==> config.mk <==
export PLATFORM = sky130hd
export DESIGN_NAME = icmp_echo_reply_parser
export DESIGN_NICKNAME = d
export VERILOG_FILES = /design/src/rtl/core/ierp_pkg.sv /design/src/rtl/core/ierp_step.sv /design/src/rtl/core/icmp_echo_reply_parser.sv
export SDC_FILE = /design/constraint.sdc
export NUM_CORES = 1
export LEC_CHECK = 0
export BUFFER_PORTS_ARGS = -buffer_cell sky130_fd_sc_hd__buf_2
export CAP_MARGIN = 10
export CORE_MARGIN = 1.5
export CORE_UTILIZATION = 41
export CTS_BUF_LIST = sky130_fd_sc_hd__clkbuf_8
export DETAILED_ROUTE_END_ITERATION = 10
export PLACE_DENSITY = 0.57
export SETUP_SLACK_MARGIN = 0.5
export SLEW_MARGIN = 20
export SYNTH_ARGS = -nofsm -noshare
export SYNTH_HDL_FRONTEND = slang
export SYNTH_SLANG_ARGS = --single-unit
==> constraint.sdc <==
create_clock -name clk_i -period 9.2 [get_ports clk_i]
set_input_delay 2.3 -clock clk_i [delete_from_list [all_inputs] [get_ports clk_i]]
set_output_delay 2.3 -clock clk_i [all_outputs]
set_load 0.01 [all_outputs]
==> src/rtl/core/ierp_pkg.sv <==
package ierp_pkg;

  localparam logic [15:0] MAX_DATAGRAM    = 16'hFFFF;
  localparam logic [15:0] IP_MIN_LEN      = 16'd20;
  localparam logic [6:0]  ICMP_HDR_LEN    = 7'd8;
  localparam logic [7:0]  ECHO_REPLY_TYPE = 8'd0;
  localparam logic [7:0]  ECHO_REPLY_CODE = 8'd0;

  // Byte offsets within the ICMP header.
  localparam logic [2:0] OFF_TYPE    = 3'd0;
  localparam logic [2:0] OFF_CODE    = 3'd1;
  localparam logic [2:0] OFF_CSUM_HI = 3'd2;
  localparam logic [2:0] OFF_CSUM_LO = 3'd3;
  localparam logic [2:0] OFF_IDENT_HI = 3'd4;
  localparam logic [2:0] OFF_IDENT_LO = 3'd5;
  localparam logic [2:0] OFF_SEQ_HI   = 3'd6;
  localparam logic [2:0] OFF_SEQ_LO   = 3'd7;

  typedef enum logic [1:0] {
    STATUS_ACCEPTED   = 2'd0,
    STATUS_SHORT_IP   = 2'd1,
    STATUS_SHORT_ICMP = 2'd2,
    STATUS_NOT_ECHO   = 2'd3
  } status_e;

  typedef struct packed {
    logic [15:0] byte_count;
    logic [5:0]  header_bytes;
    logic [7:0]  icmp_type;
    logic [7:0]  icmp_code;
    logic [15:0] ident;
    logic [15:0] seq;
  } parse_state_t;

  typedef struct packed {
    logic        payload_valid;
    logic [7:0]  payload_byte;
    logic        done_res;
    status_e     status;
    logic [15:0] reply_id;
    logic [15:0] reply_sequence;
  } result_t;

endpackage

==> src/rtl/core/ierp_step.sv <==
module ierp_step import ierp_pkg::*; (
  input  parse_state_t cur_i,
  input  logic [7:0]   data_byte_i,
  input  logic         last_byte_i,
  output parse_state_t nxt_o,
  output result_t      res_o,
  output logic         res_valid_o
);

  logic [15:0]  pos;
  logic         saturated;
  logic         first;
  logic [5:0]   hdr;
  logic [6:0]   hdr_end;
  logic [2:0]   pos_rel;
  logic         in_window;
  logic         echo;
  logic         pay;
  logic [15:0]  len;
  status_e      status;
  parse_state_t cap;

  always_comb begin
    pos       = cur_i.byte_count;
    saturated = pos >= MAX_DATAGRAM;
    first     = pos == 16'd0;
    hdr       = first ? {data_byte_i[3:0], 2'b00} : cur_i.header_bytes;
    hdr_end   = {1'b0, hdr} + ICMP_HDR_LEN;
    pos_rel   = pos[2:0] - hdr[2:0];
    in_window = !saturated && (pos >= {10'd0, hdr}) && (pos < {9'd0, hdr_end});

    // A new datagram starts with all captured ICMP fields cleared.
    cap = cur_i;
    if (first) begin
      cap.icmp_type = '0;
      cap.icmp_code = '0;
      cap.ident     = '0;
      cap.seq       = '0;
    end
    cap.header_bytes = hdr;

    if (in_window) begin
      unique case (pos_rel)
        OFF_TYPE:     cap.icmp_type   = data_byte_i;
        OFF_CODE:     cap.icmp_code   = data_byte_i;
        OFF_CSUM_HI:  ;
        OFF_CSUM_LO:  ;
        OFF_IDENT_HI: cap.ident[15:8] = data_byte_i;
        OFF_IDENT_LO: cap.ident[7:0]  = data_byte_i;
        OFF_SEQ_HI:   cap.seq[15:8]   = data_byte_i;
        OFF_SEQ_LO:   cap.seq[7:0]    = data_byte_i;
        default:      ;
      endcase
    end

    echo = (cap.icmp_type == ECHO_REPLY_TYPE) && (cap.icmp_code == ECHO_REPLY_CODE);
    pay  = (pos >= {9'd0, hdr_end}) && echo;
    len  = saturated ? MAX_DATAGRAM : pos + 16'd1;
    cap.byte_count = len;

    priority if (len < IP_MIN_LEN) begin
      status = STATUS_SHORT_IP;
    end else if (len < {9'd0, hdr_end}) begin
      status = STATUS_SHORT_ICMP;
    end else if (!echo) begin
      status = STATUS_NOT_ECHO;
    end else begin
      status = STATUS_ACCEPTED;
    end

    nxt_o = last_byte_i ? '0 : cap;

    res_o.payload_valid = pay;
    res_o.payload_byte  = pay ? data_byte_i : 8'd0;
    res_o.done_res      = last_byte_i;
    res_o.status        = last_byte_i ? status : STATUS_ACCEPTED;
    if (last_byte_i && (status == STATUS_ACCEPTED)) begin
      res_o.reply_id       = cap.ident;
      res_o.reply_sequence = cap.seq;
    end else begin
      res_o.reply_id       = 16'd0;
      res_o.reply_sequence = 16'd0;
    end
    res_valid_o = pay || last_byte_i;
  end

endmodule

==> src/rtl/core/icmp_echo_reply_parser.sv <==
// IPv4 ICMP echo-reply parser. Feed the datagram one byte per request with
// last_byte_i on its final byte; one byte is taken every cycle while the
// output register is free or being read, and its result, if any, is
// registered on the output; the byte counter and captured ICMP header fields
// update combinationally. A result is produced for each echo payload byte and
// for the last byte; the last one carries the verdict and, if accepted, the
// identifier and sequence. Payload bytes of a datagram whose verdict is not
// accepted must be dropped downstream. The ICMP checksum is not checked.
module icmp_echo_reply_parser import ierp_pkg::*; (
  input  logic        clk_i,
  input  logic        rst_ni,
  input  logic        in_valid_i,
  output logic        in_ready_o,
  input  logic [7:0]  data_byte_i,
  input  logic        last_byte_i,
  output logic        out_valid_o,
  input  logic        out_ready_i,
  output logic        payload_valid_o,
  output logic [7:0]  payload_byte_o,
  output logic        done_res_o,
  output logic [1:0]  status_o,
  output logic [15:0] reply_id_o,
  output logic [15:0] reply_sequence_o
);

  parse_state_t state_q, state_d;
  result_t      res_q, res_d;
  logic         res_valid_d;
  logic         out_valid_q;
  logic         in_fire;

  ierp_step u_step (
    .cur_i       (state_q),
    .data_byte_i (data_byte_i),
    .last_byte_i (last_byte_i),
    .nxt_o       (state_d),
    .res_o       (res_d),
    .res_valid_o (res_valid_d)
  );

  assign in_ready_o = !out_valid_q || out_ready_i;
  assign in_fire    = in_valid_i && in_ready_o;

  always_ff @(posedge clk_i or negedge rst_ni) begin
    if (!rst_ni) begin
      state_q     <= '0;
      out_valid_q <= 1'b0;
    end else begin
      if (in_fire) begin
        state_q <= state_d;
      end
      if (in_fire && res_valid_d) begin
        out_valid_q <= 1'b1;
      end else if (out_ready_i) begin
        out_valid_q <= 1'b0;
      end
    end
  end

  always_ff @(posedge clk_i) begin
    if (in_fire && res_valid_d) begin
      res_q <= res_d;
    end
  end

  assign out_valid_o      = out_valid_q;
  assign payload_valid_o  = res_q.payload_valid;
  assign payload_byte_o   = res_q.payload_byte;
  assign done_res_o       = res_q.done_res;
  assign status_o         = res_q.status;
  assign reply_id_o       = res_q.reply_id;
  assign reply_sequence_o = res_q.reply_sequence;

endmodule

==> flow_summary.yaml <==
global_routing:
  antenna_found_initial: 0
  overflow: 0
  grt_max_degree: 72
  grt_pass1_vias: 4818
  grt_usage_pct: 20.47
  grt_pass1_wl_um: 25590
detailed_routing:
  avgViaCountPerCell: 5.815
  wl_met1_um: 6921
  drc: 0
  highest_layer: "met4"
  wl_um: 15690
  first_pass_iters: 5
  detail-route-antenna-nets: 0
  met2_length_um: 7260
  num_vias: 5135
  dr_wl_met3_um: 962
  detail_route.wl_per_cell_um: 17.77
  dr.first_iter.drc_count: 493
critical_path:
  r2r_cells: 17
  critical_path_required_ps: 9340
  r2r_slack_ps: 3240
  critPathKind: "in2reg"
  crit_path_max_fanout: 28
  crit_slowest_cell: "or4_4"
  r2r_end: "status_o[1]$_SDFFCE_PN0P_"
  cp-start-kind: "primary input"
  cp-end-kind: "register"
  cpPeakStageDelay_ps: 590
  path_cells: "buf_2 -> mux2i_1 -> inv_1 -> ha_1 -> xor2_1 -> ha_1 -> a21o_1 -> a21oi_1 -> o211ai_4 -> or4_4 -> a21oi_1 -> nor2_1 -> nor2_4 -> buf_12"
  crit_arrival_ps: 6260
  r2r-start: "state_q[64]$_DFFE_PN0P_"
timing:
  setup_viol: 0
  max_freq_mhz: 163.4
  layout_setup_ws_ps: 3080
  final_max_slew_viol_count: 0
  hold_violations: 0
  fin_crit_sh_pct: 66.52
  worst_pin_slew_ps: 1101
  finClkSkew_ps: 16.68
  rsz0062_at_grt: "no"
  hold_ws_ps: 478.8
  relSlewSlack_pct: 26.01
  fin_setup_tns_ps: 0
  period_needed_ps: 6120
logic_synthesis:
  yosysUniqueCellTypes: 58
  syn_area_sq_um: 6299
  synth_edf_count: 44
  synthArstFlopShare_pct: 61.74
  synthAdderAreaFrac_pct: 3.894
  synth_top_family_by_area: "simple AND/OR/NAND/NOR gates"
  yosys.area_share.simple_pct: 21.39
  ys_warn_count: 0
  muxShareOfSynthArea_pct: 0.8145
  ys.flop_type: "dfrtp_1"
  synth_seq_cells: 115
  syn_nets: 675
  synth_xor_area_share_pct: 1.251
  yosysSeqAreaShare_pct: 49.19
  syn_area_per_cell_sq_um: 9.796
  synth_compound_area_share_pct: 19.35
  syn_inst: 643
placement:
  placed_area_sq_um: 6658
  io_buffers: 58
  pre_cts_ws_ps: 2311
  hpwl_um: 10380
  globalplace.congestion: 0.9173
final_layout:
  n_antenna_cell: 0
  nets: 714
  area_delta_synth_final_pct: 12.71
  postLayoutCoreUtil_pct: 47.05
  drive_gt1_share_pct: 22.45
  n_fill_cell: 1426
  design_area_sq_um: 7099
clocking:
  cts_hold_buf: 0
  cts_buffer_depth: 2
  numCtsBuffers: 17
  cts_resized: 0
  clk_latency_ps: 440
  clk_pin_slew_worst_paths_ps: 70
  post_cts_buffers: 0
  cts_tree: "yes"
  htree_levels: 4
  cts_sinks: 115
  root_buffer: "clkbuf_8"
worst_hold_path:
  holdPathStages: 2
  whs_endpoint: "state_q[25]$_DFFE_PN0P_"
  hp-class: "reg2reg"
  min_from: "state_q[25]$_DFFE_PN0P_"
floorplan:
  num_rows: 45
  die_area_sq_um: 16120
  io_pins: 59
  die_h_um: 126.9
  core_sq_um: 15090
  start_util_pct: 41.74
  die_w_um: 126.9
power:
  p_leak_uw: 0.002882
  pwr_density_cell_nw_per_um2: 231.3
  worst_ir_drop_vdd_mv: 0.07912
run:
  maxCapViolations: 0
status:
  status: "completed"
==> placed cells by master (no fill, tap or decap), drive strengths merged, types with 3 or more instances in the layout <==
| cell | n |
|---|---|
| a31oi | 3 |
| edfxtp | 44 |
| buf | 64 |
| ha | 18 |
| and2 | 12 |
| nand3 | 17 |
| a21oi | 75 |
| nor2b | 3 |
| nor3 | 12 |
| nor2 | 72 |
| or4 | 7 |
| a21o | 5 |
| and3 | 3 |
| nand2 | 87 |
| a41oi | 3 |
| clkinvlp | 3 |
| a22o | 20 |
| xor2 | 3 |
| o311a | 3 |
| clkinv | 7 |
| xnor2 | 6 |
| o211ai | 3 |
| o21ai | 47 |
| nand4 | 11 |
| nand2b | 3 |
| bufinv | 4 |
| dfrtp | 71 |
| a22oi | 17 |
| a211oi | 3 |
| clkbuf | 17 |
| mux2i | 4 |
| nor4 | 14 |
| inv | 13 |
==> kinds of logic (layout without fill, tap and decap cells) <==
family	Yosys count	in the layout
compound gates	190	190
xor+xnor	9	9
fa+ha+maj	19	19
buf+inv	56	108
flops	115	115
mux	5	5
simple gates	249	249
==> synth_stat cells (all sizes together) (4+ instances only) <==
library cell / n / area share [%]
clkbuf: 30 / 1.8
inv: 12 / 0.72
xnor2: 6 / 0.83
mux2i: 4 / 0.64
nand3: 17 / 1.4
nor2: 72 / 5.5
ha: 18 / 3.6
a22oi: 17 / 2.0
edfxtp: 44 / 21
nor3: 12 / 1.9
dfrtp: 71 / 28
a21o: 5 / 0.60
o21ai: 47 / 3.9
or4: 7 / 1.1
and2: 12 / 1.2
nand2: 87 / 5.2
nand4: 11 / 1.1
a22o: 20 / 2.8
a21oi: 75 / 6.1
nor4: 14 / 2.3
buf: 14 / 1.6
==> sequential cells by signal (all words and copies together), names as in the netlist <==
| register | flops |
|---|---|
| done_res_o | 1 |
| out_valid_o | 1 |
| payload_byte_o | 8 |
| payload_valid_o | 1 |
| reply_id_o | 16 |
| reply_sequence_o | 16 |
| state_q | 70 |
| status_o | 2 |
==> critical path: cells and delay by family <==
family / cells / cell delay [ps]
muxes: 1 / 290
xor gates and xnor gates: 1 / 220
and+or+nand+nor: 3 / 1210
AOI/OAI and AO/OA: 4 / 1120
buffers and inverters: 3 / 600
adders and majority gates: 2 / 510
==> where the power goes <==
part	internal [uW]	leakage (uW)	switching, uW
clock	292	0.000207	213
combinational	158	0.00127	342
sequential	607	0.00141	31.3
total	1060	0.00288	586
==> metal layers <==
layer  up-vias  global-route usage, %
met4         0                  10.36
met5         -                      0
met1      2498                  28.18
met3        42                  4.682
li1       2413                      -
met2       182                  30.34
==> how the worst max path moves through the flow <==
| stage | startpoint | end | slack, ps | depth (start not counted) |
|---|---|---|---|---|
| after floorplan | data_byte_i[1] | done_res_o$_DFFE_PP_ | 2160 | 13 |
| after global placement | data_byte_i[1] | status_o[1]$_SDFFCE_PN0P_ | 2510 | 13 |
| after detailed placement | data_byte_i[1] | status_o[0]$_SDFFCE_PN0P_ | 2310 | 13 |
| after CTS | data_byte_i[1] | status_o[1]$_SDFFCE_PN0P_ | 2760 | 13 |
| after global routing | data_byte_i[1] | status_o[1]$_SDFFCE_PN0P_ | 2670 | 14 |
| final | data_byte_i[1] | status_o[1]$_SDFFCE_PN0P_ | 3080 | 14 |
==> final cells by class <==
type / instances / area, sq um / area share, %
Timing Repair Buffer: 64 / 347.8 / 4.900
Clock inverter: 15 / 187.7 / 2.644
Sequential cell: 115 / 3098 / 43.64
Inverter: 12 / 45.04 / 0.6345
Tap cell: 188 / 235.2 / 3.313
Multi-Input combinational cell: 472 / 2952 / 41.58
Clock buffer: 17 / 234.0 / 3.296
==> metrics by stage <==
step	total power, uW	std cells
after global placement	1129	850
final	1642	883
after detailed placement	1143	850
after global routing	1739	883
after CTS	1651	882
after floorplan	1015	643
Power figures use the tool's default switching activity.
